## src/design/mbb_pkg.sv

```systemverilog
package mbb_pkg;

  // Screen geometry in pixels.
  localparam int unsigned SCREEN_WIDTH  = 640;
  localparam int unsigned SCREEN_HEIGHT = 480;

  // Field widths.
  localparam int unsigned COORD_W = 10;
  localparam int unsigned COL_W   = 11;
  localparam int unsigned ADDR_W  = 18;
  localparam int unsigned BASE_W  = ADDR_W + 1;
  localparam int unsigned COLOR_W = 16;
  localparam int unsigned PIX_N   = 8;
  localparam int unsigned CFG_IDX_W  = 3;
  localparam int unsigned CFG_DATA_W = 10;

  // Job queue geometry.
  localparam int unsigned Q_DEPTH = 2;
  localparam int unsigned Q_PTR_W = 1;
  localparam int unsigned Q_CNT_W = 2;

  // Request kinds.
  typedef enum logic {
    REQ_HEADER = 1'b0,
    REQ_DATA   = 1'b1
  } req_type_e;

  // Configuration register indexes.
  typedef enum logic [CFG_IDX_W-1:0] {
    CFG_CLIP_ENABLE = 3'd0,
    CFG_CLIP_LEFT   = 3'd1,
    CFG_CLIP_TOP    = 3'd2,
    CFG_CLIP_SPAN_X = 3'd3,
    CFG_CLIP_SPAN_Y = 3'd4
  } cfg_index_e;

  // One classified bitmap byte: which of its eight pixels get written.
  typedef struct packed {
    logic [BASE_W-1:0]  row_base;
    logic [COL_W-1:0]   column;
    logic [PIX_N-1:0]   mask;
    logic [COLOR_W-1:0] color;
  } job_t;

  // Handshake between the queue and its neighbors.
  typedef struct packed {
    logic full;
    logic empty;
  } q_status_t;

endpackage

```

## src/design/mbb_req_if.sv

```systemverilog
interface mbb_req_if;
  logic                              valid;
  logic                              ready;
  logic                              req_type;
  logic [mbb_pkg::COORD_W-1:0]       x_pos;
  logic [mbb_pkg::COORD_W-1:0]       y_pos;
  logic [mbb_pkg::COORD_W-1:0]       blit_width;
  logic [mbb_pkg::COORD_W-1:0]       blit_height;
  logic [mbb_pkg::COLOR_W-1:0]       fg_color;
  logic [7:0]                        bitmap_byte;

  modport source (
    output valid, req_type, x_pos, y_pos, blit_width, blit_height, fg_color, bitmap_byte,
    input  ready
  );
  modport sink (
    input  valid, req_type, x_pos, y_pos, blit_width, blit_height, fg_color, bitmap_byte,
    output ready
  );
endinterface

```

## src/design/mbb_wr_if.sv

```systemverilog
interface mbb_wr_if;
  logic                        valid;
  logic                        ready;
  logic [mbb_pkg::ADDR_W-1:0]  word_address;
  logic [mbb_pkg::COLOR_W-1:0] pixel_color;
  logic                        upper_half;
  logic                        last;

  modport source (
    output valid, word_address, pixel_color, upper_half, last,
    input  ready
  );
  modport sink (
    input  valid, word_address, pixel_color, upper_half, last,
    output ready
  );
endinterface

```

## src/design/mbb_front.sv

```systemverilog
module mbb_front (
  input  logic                            clk_i,
  input  logic                            rst_ni,
  mbb_req_if.sink                         req,
  input  logic                            cfg_we_i,
  input  logic [mbb_pkg::CFG_IDX_W-1:0]   cfg_index_i,
  input  logic [mbb_pkg::CFG_DATA_W-1:0]  cfg_data_i,
  input  mbb_pkg::q_status_t              q_status_i,
  output logic                            push_o,
  output mbb_pkg::job_t                   job_o
);

  localparam int unsigned CW  = mbb_pkg::COL_W;
  localparam int unsigned XW  = mbb_pkg::COORD_W;
  localparam int unsigned PW  = 2 * CW;

  // Clip registers.
  logic          clip_en_q;
  logic [XW-1:0] clip_left_q, clip_top_q, clip_span_x_q, clip_span_y_q;

  // Blit state.
  logic [XW-1:0]              start_col_q, start_col_d;
  logic [CW-1:0]              cur_col_q, cur_col_d;
  logic [CW-1:0]              cur_row_q, cur_row_d;
  logic [XW-1:0]              rows_left_q, rows_left_d;
  logic [7:0]                 byte_in_row_q, byte_in_row_d;
  logic [7:0]                 bytes_per_row_q, bytes_per_row_d;
  logic [CW-1:0]              col_limit_q, col_limit_d;
  logic [mbb_pkg::COLOR_W-1:0] color_q, color_d;

  logic                 accept;
  logic                 is_data;
  logic [CW-1:0]        lim_sum;
  logic [CW-1:0]        wpad;
  logic [7:0]           byte_next;
  logic [CW-1:0]        clip_right, clip_bottom;
  logic                 row_ok;
  logic                 row_in_clip;
  logic [CW:0]          col_k;
  logic [mbb_pkg::PIX_N-1:0] mask;
  logic [PW-1:0]        row_prod;

  // The front stalls only when the job queue has no room.
  assign req.ready = !q_status_i.full;
  assign accept    = req.valid && req.ready;
  assign is_data   = (req.req_type == mbb_pkg::REQ_DATA);

  // Configuration writes; unknown indexes are dropped.
  always_ff @(posedge clk_i or negedge rst_ni) begin
    if (!rst_ni) begin
      clip_en_q     <= 1'b0;
      clip_left_q   <= '0;
      clip_top_q    <= '0;
      clip_span_x_q <= '0;
      clip_span_y_q <= '0;
    end else if (cfg_we_i) begin
      case (cfg_index_i)
        mbb_pkg::CFG_CLIP_ENABLE: clip_en_q     <= cfg_data_i[0];
        mbb_pkg::CFG_CLIP_LEFT:   clip_left_q   <= cfg_data_i;
        mbb_pkg::CFG_CLIP_TOP:    clip_top_q    <= cfg_data_i;
        mbb_pkg::CFG_CLIP_SPAN_X: clip_span_x_q <= cfg_data_i;
        mbb_pkg::CFG_CLIP_SPAN_Y: clip_span_y_q <= cfg_data_i;
        default: ;
      endcase
    end
  end

  // Classify the eight pixels of the current byte.
  always_comb begin
    clip_right  = {1'b0, clip_left_q} + {1'b0, clip_span_x_q};
    clip_bottom = {1'b0, clip_top_q} + {1'b0, clip_span_y_q};
    row_ok      = cur_row_q < CW'(mbb_pkg::SCREEN_HEIGHT);
    row_in_clip = clip_en_q && (cur_row_q >= {1'b0, clip_top_q}) &&
                  (cur_row_q <= clip_bottom);
    col_k       = '0;
    mask        = '0;
    for (int k = 0; k < mbb_pkg::PIX_N; k++) begin
      col_k   = {1'b0, cur_col_q} + (CW + 1)'(k);
      mask[k] = req.bitmap_byte[mbb_pkg::PIX_N-1-k] && row_ok &&
                (col_k < {1'b0, col_limit_q}) &&
                !(row_in_clip && (col_k >= {2'b0, clip_left_q}) &&
                  (col_k <= {1'b0, clip_right}));
    end
  end

  // Row base address for the queue entry.
  assign row_prod = PW'(cur_row_q) * PW'(mbb_pkg::SCREEN_WIDTH);

  assign job_o.row_base = row_prod[mbb_pkg::BASE_W-1:0];
  assign job_o.column   = cur_col_q;
  assign job_o.mask     = mask;
  assign job_o.color    = color_q;
  assign push_o = accept && is_data && (rows_left_q != '0) && (mask != '0);

  // Next blit state.
  always_comb begin
    start_col_d     = start_col_q;
    cur_col_d       = cur_col_q;
    cur_row_d       = cur_row_q;
    rows_left_d     = rows_left_q;
    byte_in_row_d   = byte_in_row_q;
    bytes_per_row_d = bytes_per_row_q;
    col_limit_d     = col_limit_q;
    color_d         = color_q;
    lim_sum         = {1'b0, req.x_pos} + {1'b0, req.blit_width};
    wpad            = {1'b0, req.blit_width} + CW'(7);
    byte_next       = byte_in_row_q + 8'd1;
    if (accept) begin
      if (!is_data) begin
        start_col_d     = req.x_pos;
        cur_col_d       = {1'b0, req.x_pos};
        cur_row_d       = {1'b0, req.y_pos};
        bytes_per_row_d = wpad[CW-1:3];
        rows_left_d     = (req.blit_width == '0) ? '0 : req.blit_height;
        byte_in_row_d   = '0;
        col_limit_d     = (lim_sum > CW'(mbb_pkg::SCREEN_WIDTH)) ?
                          CW'(mbb_pkg::SCREEN_WIDTH) : lim_sum;
        color_d         = req.fg_color;
      end else if (rows_left_q != '0) begin
        if (byte_next >= bytes_per_row_q) begin
          byte_in_row_d = '0;
          cur_col_d     = {1'b0, start_col_q};
          cur_row_d     = cur_row_q + CW'(1);
          rows_left_d   = rows_left_q - XW'(1);
        end else begin
          byte_in_row_d = byte_next;
          cur_col_d     = cur_col_q + CW'(mbb_pkg::PIX_N);
        end
      end
    end
  end

  always_ff @(posedge clk_i or negedge rst_ni) begin
    if (!rst_ni) begin
      start_col_q     <= '0;
      cur_col_q       <= '0;
      cur_row_q       <= '0;
      rows_left_q     <= '0;
      byte_in_row_q   <= '0;
      bytes_per_row_q <= '0;
      col_limit_q     <= '0;
      color_q         <= '0;
    end else begin
      start_col_q     <= start_col_d;
      cur_col_q       <= cur_col_d;
      cur_row_q       <= cur_row_d;
      rows_left_q     <= rows_left_d;
      byte_in_row_q   <= byte_in_row_d;
      bytes_per_row_q <= bytes_per_row_d;
      col_limit_q     <= col_limit_d;
      color_q         <= color_d;
    end
  end

endmodule

```

## src/design/mbb_queue.sv

```systemverilog
module mbb_queue (
  input  logic               clk_i,
  input  logic               rst_ni,
  input  logic               push_i,
  input  mbb_pkg::job_t      push_job_i,
  input  logic               pop_i,
  output mbb_pkg::job_t      pop_job_o,
  output mbb_pkg::q_status_t status_o
);

  localparam int unsigned PTR_W = mbb_pkg::Q_PTR_W;
  localparam int unsigned CNT_W = mbb_pkg::Q_CNT_W;

  mbb_pkg::job_t           slot_q [mbb_pkg::Q_DEPTH];
  logic [PTR_W-1:0]        wr_ptr_q, wr_ptr_d;
  logic [PTR_W-1:0]        rd_ptr_q, rd_ptr_d;
  logic [CNT_W-1:0]        count_q, count_d;
  logic                    do_push, do_pop;

  assign status_o.full  = (count_q == CNT_W'(mbb_pkg::Q_DEPTH));
  assign status_o.empty = (count_q == '0);
  assign do_push = push_i && !status_o.full;
  assign do_pop  = pop_i && !status_o.empty;
  assign pop_job_o = slot_q[rd_ptr_q];

  // Pointer and fill bookkeeping.
  always_comb begin
    wr_ptr_d = do_push ? wr_ptr_q + PTR_W'(1) : wr_ptr_q;
    rd_ptr_d = do_pop ? rd_ptr_q + PTR_W'(1) : rd_ptr_q;
    count_d  = count_q;
    if (do_push && !do_pop) begin
      count_d = count_q + CNT_W'(1);
    end else if (!do_push && do_pop) begin
      count_d = count_q - CNT_W'(1);
    end
  end

  always_ff @(posedge clk_i or negedge rst_ni) begin
    if (!rst_ni) begin
      wr_ptr_q <= '0;
      rd_ptr_q <= '0;
      count_q  <= '0;
    end else begin
      wr_ptr_q <= wr_ptr_d;
      rd_ptr_q <= rd_ptr_d;
      count_q  <= count_d;
    end
  end

  // Entry storage.
  always_ff @(posedge clk_i) begin
    if (do_push) begin
      slot_q[wr_ptr_q] <= push_job_i;
    end
  end

endmodule

```

## src/design/mbb_back.sv

```systemverilog
module mbb_back (
  input  logic               clk_i,
  input  logic               rst_ni,
  input  mbb_pkg::q_status_t q_status_i,
  input  mbb_pkg::job_t      job_i,
  output logic               pop_o,
  mbb_wr_if.source           wr
);

  localparam int unsigned N  = mbb_pkg::PIX_N;
  localparam int unsigned IW = $clog2(N);
  localparam int unsigned BW = mbb_pkg::BASE_W;

  mbb_pkg::job_t job_q;
  logic          busy_q;
  logic          out_valid_q;
  logic [mbb_pkg::ADDR_W-1:0]  addr_q;
  logic [mbb_pkg::COLOR_W-1:0] color_q;
  logic          upper_q, last_q;

  logic          advance, emit, load;
  logic [IW-1:0] idx;
  logic [N-1:0]  rem;
  logic [BW-1:0] pix_addr;

  // Leftmost pending pixel goes first.
  always_comb begin
    idx = '0;
    for (int k = N - 1; k >= 0; k--) begin
      if (job_q.mask[k]) begin
        idx = IW'(k);
      end
    end
    rem      = job_q.mask;
    rem[idx] = 1'b0;
    pix_addr = job_q.row_base + BW'(job_q.column) + BW'(idx);
  end

  assign advance = !out_valid_q || wr.ready;
  assign emit    = busy_q && advance;
  assign load    = (!busy_q || (emit && (rem == '0))) && !q_status_i.empty;
  assign pop_o   = load;

  // Job register and output beat valid.
  always_ff @(posedge clk_i or negedge rst_ni) begin
    if (!rst_ni) begin
      busy_q      <= 1'b0;
      out_valid_q <= 1'b0;
    end else begin
      if (emit) begin
        out_valid_q <= 1'b1;
      end else if (wr.ready) begin
        out_valid_q <= 1'b0;
      end
      if (load) begin
        busy_q <= 1'b1;
      end else if (emit) begin
        busy_q <= (rem != '0);
      end
    end
  end

  // Payload registers.
  always_ff @(posedge clk_i) begin
    if (load) begin
      job_q <= job_i;
    end else if (emit) begin
      job_q.mask <= rem;
    end
    if (emit) begin
      addr_q  <= pix_addr[BW-1:1];
      color_q <= job_q.color;
      upper_q <= !pix_addr[0];
      last_q  <= (rem == '0);
    end
  end

  assign wr.valid        = out_valid_q;
  assign wr.word_address = addr_q;
  assign wr.pixel_color  = color_q;
  assign wr.upper_half   = upper_q;
  assign wr.last         = last_q;

endmodule

```

## src/design/mono_bitmap_blit_clipped_top.sv

```systemverilog
// Monochrome bitmap blit with an exclusion rectangle.
// The in_i channel takes header beats (req_type 0: position, size, color) and
// bitmap beats (req_type 1: eight pixels, bit 7 leftmost, rows padded to bytes).
// The out_o channel gives one beat per framebuffer half-word write, with last
// set on the final write caused by a bitmap byte; headers give no beats.
// The cfg port writes the clip registers; write it only while the block idles.
// Every input beat is accepted whenever the two-entry job queue has room. The
// first write of a byte passes the queue slot, the job register and the output
// register after its beat is accepted. The write unit gives one beat per cycle
// while the receiver takes them; a byte gives one write per surviving pixel (up
// to eight), and fully transparent or clipped bytes never enter the queue.
// When the receiver stalls, the output register holds its beat, the write
// unit waits, the queue fills and then in_i.ready drops.
// Reset clears the clip registers, ends any blit and empties the queue.
module mono_bitmap_blit_clipped_top (
  input  logic                            clk_i,
  input  logic                            rst_ni,
  mbb_req_if.sink                         in_i,
  mbb_wr_if.source                        out_o,
  input  logic                            cfg_we_i,
  input  logic [mbb_pkg::CFG_IDX_W-1:0]   cfg_index_i,
  input  logic [mbb_pkg::CFG_DATA_W-1:0]  cfg_data_i
);

  mbb_pkg::q_status_t q_status;
  mbb_pkg::job_t      push_job, pop_job;
  logic               push, pop;

  // Byte classification and blit state.
  mbb_front u_front (
    .clk_i       (clk_i),
    .rst_ni      (rst_ni),
    .req         (in_i),
    .cfg_we_i    (cfg_we_i),
    .cfg_index_i (cfg_index_i),
    .cfg_data_i  (cfg_data_i),
    .q_status_i  (q_status),
    .push_o      (push),
    .job_o       (push_job)
  );

  // Decoupling queue.
  mbb_queue u_queue (
    .clk_i      (clk_i),
    .rst_ni     (rst_ni),
    .push_i     (push),
    .push_job_i (push_job),
    .pop_i      (pop),
    .pop_job_o  (pop_job),
    .status_o   (q_status)
  );

  // Pixel write generation.
  mbb_back u_back (
    .clk_i      (clk_i),
    .rst_ni     (rst_ni),
    .q_status_i (q_status),
    .job_i      (pop_job),
    .pop_o      (pop),
    .wr         (out_o)
  );

endmodule
```

## src/flat_wrapper.sv

```systemverilog
// flat-port wrapper written by rule: the top's interface ports become plain ports
module mono_bitmap_blit_clipped_top_flat 
  (clk_i, rst_ni, cfg_we_i, cfg_index_i, cfg_data_i, in_i_valid, in_i_req_type, in_i_x_pos, in_i_y_pos, in_i_blit_width, in_i_blit_height, in_i_fg_color, in_i_bitmap_byte, in_i_ready, out_o_valid, out_o_word_address, out_o_pixel_color, out_o_upper_half, out_o_last, out_o_ready);
  mbb_req_if in_i_i ();
  mbb_wr_if out_o_i ();
  input  logic clk_i;
  input  logic rst_ni;
  input  logic cfg_we_i;
  input  logic [mbb_pkg::CFG_IDX_W-1:0] cfg_index_i;
  input  logic [mbb_pkg::CFG_DATA_W-1:0] cfg_data_i;
  input wire logic [$bits(in_i_i.valid)-1:0] in_i_valid;
  input wire logic [$bits(in_i_i.req_type)-1:0] in_i_req_type;
  input wire logic [$bits(in_i_i.x_pos)-1:0] in_i_x_pos;
  input wire logic [$bits(in_i_i.y_pos)-1:0] in_i_y_pos;
  input wire logic [$bits(in_i_i.blit_width)-1:0] in_i_blit_width;
  input wire logic [$bits(in_i_i.blit_height)-1:0] in_i_blit_height;
  input wire logic [$bits(in_i_i.fg_color)-1:0] in_i_fg_color;
  input wire logic [$bits(in_i_i.bitmap_byte)-1:0] in_i_bitmap_byte;
  output wire logic [$bits(in_i_i.ready)-1:0] in_i_ready;
  output wire logic [$bits(out_o_i.valid)-1:0] out_o_valid;
  output wire logic [$bits(out_o_i.word_address)-1:0] out_o_word_address;
  output wire logic [$bits(out_o_i.pixel_color)-1:0] out_o_pixel_color;
  output wire logic [$bits(out_o_i.upper_half)-1:0] out_o_upper_half;
  output wire logic [$bits(out_o_i.last)-1:0] out_o_last;
  input wire logic [$bits(out_o_i.ready)-1:0] out_o_ready;
  assign in_i_i.valid = in_i_valid;
  assign in_i_i.req_type = in_i_req_type;
  assign in_i_i.x_pos = in_i_x_pos;
  assign in_i_i.y_pos = in_i_y_pos;
  assign in_i_i.blit_width = in_i_blit_width;
  assign in_i_i.blit_height = in_i_blit_height;
  assign in_i_i.fg_color = in_i_fg_color;
  assign in_i_i.bitmap_byte = in_i_bitmap_byte;
  assign in_i_ready = in_i_i.ready;
  assign out_o_valid = out_o_i.valid;
  assign out_o_word_address = out_o_i.word_address;
  assign out_o_pixel_color = out_o_i.pixel_color;
  assign out_o_upper_half = out_o_i.upper_half;
  assign out_o_last = out_o_i.last;
  assign out_o_i.ready = out_o_ready;
  mono_bitmap_blit_clipped_top u_core (.clk_i(clk_i), .rst_ni(rst_ni), .in_i(in_i_i), .out_o(out_o_i), .cfg_we_i(cfg_we_i), .cfg_index_i(cfg_index_i), .cfg_data_i(cfg_data_i));
endmodule
```

## config.mk

```make
export PLATFORM = sky130hd
export DESIGN_NAME = mono_bitmap_blit_clipped_top_flat
export DESIGN_NICKNAME = d
export VERILOG_FILES = /design/src/design/mbb_pkg.sv /design/src/design/mbb_req_if.sv /design/src/design/mbb_wr_if.sv /design/src/design/mbb_front.sv /design/src/design/mbb_queue.sv /design/src/design/mbb_back.sv /design/src/design/mono_bitmap_blit_clipped_top.sv /design/src/flat_wrapper.sv
export SDC_FILE = /design/constraint.sdc
export NUM_CORES = 1
export LEC_CHECK = 0
export BUFFER_PORTS_ARGS = -buffer_cell sky130_fd_sc_hd__buf_2
export CORE_UTILIZATION = 65
export CTS_CLUSTER_SIZE = 12
export DETAILED_ROUTE_END_ITERATION = 6
export PLACE_DENSITY = 0.91
export SLEW_MARGIN = 20
export SYNTH_ARGS = -nofsm -noshare
export SYNTH_HDL_FRONTEND = slang
export SYNTH_SLANG_ARGS = --single-unit
```

## constraint.sdc

```tcl
create_clock -name clk_i -period 17.5 [get_ports clk_i]
set_clock_uncertainty 0.05 [all_clocks]
set_input_delay 1.75 -clock clk_i [delete_from_list [all_inputs] [get_ports clk_i]]
set_output_delay 1.75 -clock clk_i [all_outputs]
set_load 0.02 [all_outputs]
```

Yosys cells after proc, flatten, opt, wreduce, memory -nomap -nowiden. Memory sizes are Yosys's and may differ from the RTL's. Cells that the tools add are included. W data, S select, Z words.

Register bits: 222. Memories kept: 1. Logic and storage cells: 213. Memory bits (writable): 94.

Memory list: u_core.u_queue.slot_q (depth 2, width 47, read ports 1, clocked after Yosys merged registers in 0, write ports 1, line mbb_queue.sv:14) `mbb_pkg::job_t slot_q [mbb_pkg::Q_DEPTH];`.

$lt $le $gt $ge: 31. Reduce and logical (&&, ||, !) cells: 89. Mux-type cells: 34. Add/sub/neg operators: 21. Bitwise operators: 3. Equality and inequality tests: 7. Multiply operators: 1.

Operators by type and width (number): $ge A12 B10 Y1 (7); $le A12 B11 Y1 (7); $lt A12 B11 Y1 (7); $mux W11 (7); $logic_and A1 B1 Y1 (54); $add A11 B3 Y12 const B (4); $mux W10 (4); $mux W8 (5); $add A10 B10 Y11 (3); $add A11 B2 Y12 const B (2); $mux W3 (8); $ge A11 B10 Y1 (2); $le A11 B11 Y1 (2); $add A19 B11 Y19 (1); $add A19 B3 Y19 (1); $reduce_bool A8 Y1 (2); $logic_not A1 Y1 (15); $reduce_and A2 Y1 (7); $add A11 B1 Y12 const B (1); $mul A11 B3 Y12 const B (1); $add A10 B3 Y11 const B (1); $add A11 B1 Y11 const B (1); $add A11 B4 Y11 const B (1); $gt A11 B10 Y1 const B (1); other kinds (29) (42).

Logic depth before layout (Yosys ltp).
Depth after elaboration: 22. Mapped depth: 25. Mapped depth without buffers: 25.

Hierarchy. Synthesis repeated with hierarchy kept, for this count alone.

Cells, all modules: 2029. Area, all modules: 22072.4 um2.

Modules (own cells, without submodules): mbb_front (area each 13842.0 um2, instances 1, seq. area each 3153.0 um2, cells each 1601); mbb_queue (area each 4342.9 um2, instances 1, seq. area each 3343.2 um2, cells each 187); mbb_back (area each 3887.5 um2, instances 1, seq. area each 2752.6 um2, cells each 241).

Worst setup path after synthesis. No wires, ideal clock.

Kind: register -> register. Start point: register u_core.u_front.clip_left_q[1]. End point: memory u_core.u_queue.slot_q[0][0] (netlist name) (enable). Data arrival time: 5.805 ns. Path buffers: 0. Setup slack: 11.188 ns. Library setup time: 0.457 ns. Period minus slack after synthesis: 6.312 ns. Stages on the path, launching flop included: 20. Path through: dfrtp_1 > ha_1 > a21o_1 > a21oi_1 > o21ai_0 > a21oi_1 > o21ai_0 > a21oi_1 > o21bai_1 > a21oi_1 > xor2_1 > ha_1 > nand4_1 > nor3_1 > a21oi_1 > o32a_1 > a211oi_1 > or4_1 > o31a_1 > nor2b_1.

RTL lines: start, declared (line mbb_front.sv:19) `logic [XW-1:0] clip_left_q, clip_top_q, clip_span_x_q, clip_span_y_q;`; start signal, assigned (line mbb_front.sv:59) `mbb_pkg::CFG_CLIP_LEFT: clip_left_q <= cfg_data_i;`; end, declared (line mbb_queue.sv:14).

==> flow_summary.yaml <==
grt:
  grt_pass1_vias: 16390
  grt_max_degree: 75
  top_usage_layer: "met2"
  grt_use_met1_pct: 45.60
  met3_usage_pct: 5.881
  grt_use_met2_pct: 58.91
  grt_overflow_total: 0
  grt_antenna_before_repair: 0
  track_usage_pct: 35.71
  grt_pass1_wl_um: 90200
synth:
  synth-edff-count: 177
  synth_area_leaders: "edfxtp_1, ha_1, dfrtp_1"
  yosysMostFrequentCell: "ha_1"
  ys_types: 76
  syn_avg_cell_area_um2: 10.56
  synth_nets: 2373
  synth_top_area_share_pct: 25.63
  ys_ff_latch: 309
  synthCells: 1963
  netlist_top_cells_count: "ha_1, nand2_1, edfxtp_1"
  synth_ff_type: "edfxtp_1"
  yosys_warnings: 0
  ys_seq_area_share_pct: 41.56
  synth_largest_area_cell: "edfxtp_1"
  ys_async_sr_fraction_pct: 42.72
  syn_area_mm2: 0.02073
floorplanning:
  core_mm2: 0.03147
  dieArea_mm2: 0.03262
  io-pin-count: 121
  initial_utilization_pct: 65.88
  die_w_um: 180.6
  num_rows: 65
  die_h_um: 180.6
sta:
  period_share_pct: 36.47
  max_slew.worst_pin.slew_ps: 1015
  fmax_ghz: 0.1567
  maxSlewHeadroom_pct: 32.09
  setup-violations-final: 0
  setup_tns_ps: 0
  hold_viol: 0
  timing.hold.ws_ps: 368.2
  grt_setup_unrepaired: "false"
  finalMaxSlewViolations: 0
  period_minus_slack_ps: 6382
min_path:
  hp-start: "u_core.u_back.job_q[12]$_DFFE_PP_"
  min_path_type: "reg -> reg"
  hold_depth: 0
  hold_end: "u_core.u_back.wr.pixel_color[12]$_DFFE_PP_"
clocking:
  tritoncts: "done"
  cts_buffers: 34
  cts_sinks: 309
  cts_resized: 0
  clk_pin_slew_ps: 60
  worstSkewPairLatency_ps: 530
  cts_htree_levels: 2
  root_buffer: "clkbuf_16"
  cts_hold_buf: 0
  cts.path.max_buffers: 3
  cts_setup_buffers: 0
worst_setup_path:
  critPathLaunchType: "flop"
  max_stage_delay_ps: 770
  crit_top_cell: "a21oi_1"
  r2r_slack_ps: 11120
  r2r_cells: 19
  slowest_stage: "a311oi_1"
  crit_required_ps: 17600
  crit_chain: "ha_1 -> a21o_1 -> a21oi_1 -> o21ai_0 -> a21oi_1 -> o21ai_0 -> a21oi_1 -> o21bai_1 -> a21oi_1 -> xor2_2 -> ha_1 -> nand4_1 -> nor4_1 -> o21ai_0 -> a311oi_1 -> or4_1 -> o31a_1 -> nor2b_4 -> buf_4"
  reg2reg_to: "u_core.u_queue.slot_q[0][13]$_DFFE_PP_"
  cp.arrival_ps: 6480
  r2r-start: "u_core.u_front.clip_span_x_q[1]$_DFFE_PN0P_"
  crit_type: "reg -> reg"
  cp_max_fo: 37
  end_kind: "flop"
drt:
  drc: 0
  dr.pass1.iters: 6
  routed_wl_um: 57630
  vias: 16440
  initialDrtViolationCount: 1693
  vias_per_cell: 6.530
  wl_per_cell_um: 22.89
  antenna_left: 0
final_layout:
  stdcell_area_mm2: 0.02292
  area_growth_pct: 10.52
  nets: 2501
  utilization_pct: 72.81
  final_cells: 2518
  diodes: 0
  layout-drive-gt1-share_pct: 13.33
placement:
  post_dp_cell_area_mm2: 0.02187
  dp.final_hpwl_um: 40900
  portBuffers: 120
  place_congestion: 0.9980
  dpl.cell_count: 2457
power:
  p_per_area_mw_per_mm2: 188.9
  power.leakage_nw: 10.22
  ir_drop_v: 0.00009525
outcome:
  status: "completed"
job:
  maxCapViolCount: 0
power by group:
group	switching [mW]	total (mW)	internal (mW)	leakage [nW]
registers	0.161	1.18	1.02	3.27
logic	1.50	2.48	0.971	6.45
clock network	0.287	0.672	0.385	0.505
total	1.95	4.33	2.38	10.2
cell type report:
| cell class | instances | area [µm²] |
|---|---|---|
| clock inverter | 9 | 63.81 |
| inverter | 96 | 360.3 |
| fill | 2082 | 8558 |
| tap | 402 | 503.0 |
| sequential | 309 | 8620 |
| timing repair buffer | 143 | 779.5 |
| clock buffer | 52 | 969.7 |
| multi-input combinational | 1507 | 11620 |
critical path, delay by kind of cell (launching register included):
kind                     cells  cell delay, ps
XOR/XNOR                     1             670
flip-flops                   1             400
buffers and inverters        1             510
adder cells (fa/ha/maj)      2             530
AO/OA/AOI/OAI               11            2740
AND/OR/NAND/NOR              4            1050
kinds of logic after synthesis:
family / synth area share, %
simple gates: 11.68
compound gates: 14.11
fa+ha+maj: 19.91
flops: 41.56
buf+inv: 2.734
xor+xnor: 5.316
mux: 4.689
routing by layer:
layer / share of wire, % / vias to the layer above
met3: 8.6 / 196
met5: 0 / -
li1: - / 7543
met2: 47 / 843
met1: 39 / 7861
met4: 5.3 / 0
worst max-delay path by stage:
stage                                                     start  slack [ps]                                endpoint  depth (start not counted)
global route          u_core.u_front.clip_left_q[0]$_DFFE_PN0P_       10690  u_core.u_queue.slot_q[0][13]$_DFFE_PP_                         21
detailed placement  u_core.u_front.clip_span_x_q[1]$_DFFE_PN0P_       11270  u_core.u_queue.slot_q[1][46]$_DFFE_PP_                         18
floorplan             u_core.u_front.clip_left_q[1]$_DFFE_PN0P_       11190   u_core.u_queue.slot_q[0][0]$_DFFE_PP_                         19
global placement      u_core.u_front.clip_left_q[1]$_DFFE_PN0P_       11150  u_core.u_queue.slot_q[1][42]$_DFFE_PP_                         19
finish              u_core.u_front.clip_span_x_q[1]$_DFFE_PN0P_       11120  u_core.u_queue.slot_q[0][13]$_DFFE_PP_                         19
CTS                 u_core.u_front.clip_span_x_q[1]$_DFFE_PN0P_       11180  u_core.u_queue.slot_q[1][24]$_DFFE_PP_                         18
flip-flops by register name (all words and copies together), names as in the netlist, 2 cells and up:
signal / cells
u_core.u_back.job_q: 47
u_core.u_back.wr.pixel_color: 16
u_core.u_back.wr.word_address: 18
u_core.u_front.byte_in_row_q: 8
u_core.u_front.bytes_per_row_q: 8
u_core.u_front.clip_left_q: 10
u_core.u_front.clip_span_x_q: 10
u_core.u_front.clip_span_y_q: 10
u_core.u_front.clip_top_q: 10
u_core.u_front.col_limit_q: 11
u_core.u_front.color_q: 16
u_core.u_front.cur_col_q: 11
u_core.u_front.cur_row_q: 11
u_core.u_front.rows_left_q: 10
u_core.u_front.start_col_q: 10
u_core.u_queue.count_q: 2
u_core.u_queue.slot_q: 94
per-stage QoR:
| stage | setup slack (ps) | power (mW) |
|---|---|---|
| 6_report | 11120 | 4.330 |
| 5_1_grt | 10690 | 4.635 |
| 4_1_cts | 11180 | 4.265 |
| 3_5_place_dp | 11270 | 3.558 |
| 3_3_place_gp | 11150 | 3.438 |
| 2_1_floorplan | 11190 | 2.828 |
layout by cell type, fill, tap and decap left out, types with 25 or more instances in the layout:
| cell | netlist | layout |
|---|---|---|
| o21ai_0 | 115 | 115 |
| nand4_1 | 28 | 28 |
| nand2_1 | 204 | 204 |
| a21o_1 | 36 | 36 |
| xor2_1 | 50 | 48 |
| edfxtp_1 | 177 | 177 |
| xnor2_1 | 74 | 71 |
| buf_2 | 6 | 119 |
| nor3_1 | 28 | 28 |
| dfrtp_1 | 132 | 131 |
| a211oi_1 | 25 | 25 |
| ha_1 | 322 | 322 |
| nand3_1 | 44 | 43 |
| a21oi_1 | 124 | 123 |
| clkbuf_16 | 0 | 35 |
| mux2_2 | 65 | 65 |
| inv_1 | 96 | 96 |
| nor2_1 | 94 | 93 |
Power figures use the tool's default switching activity.
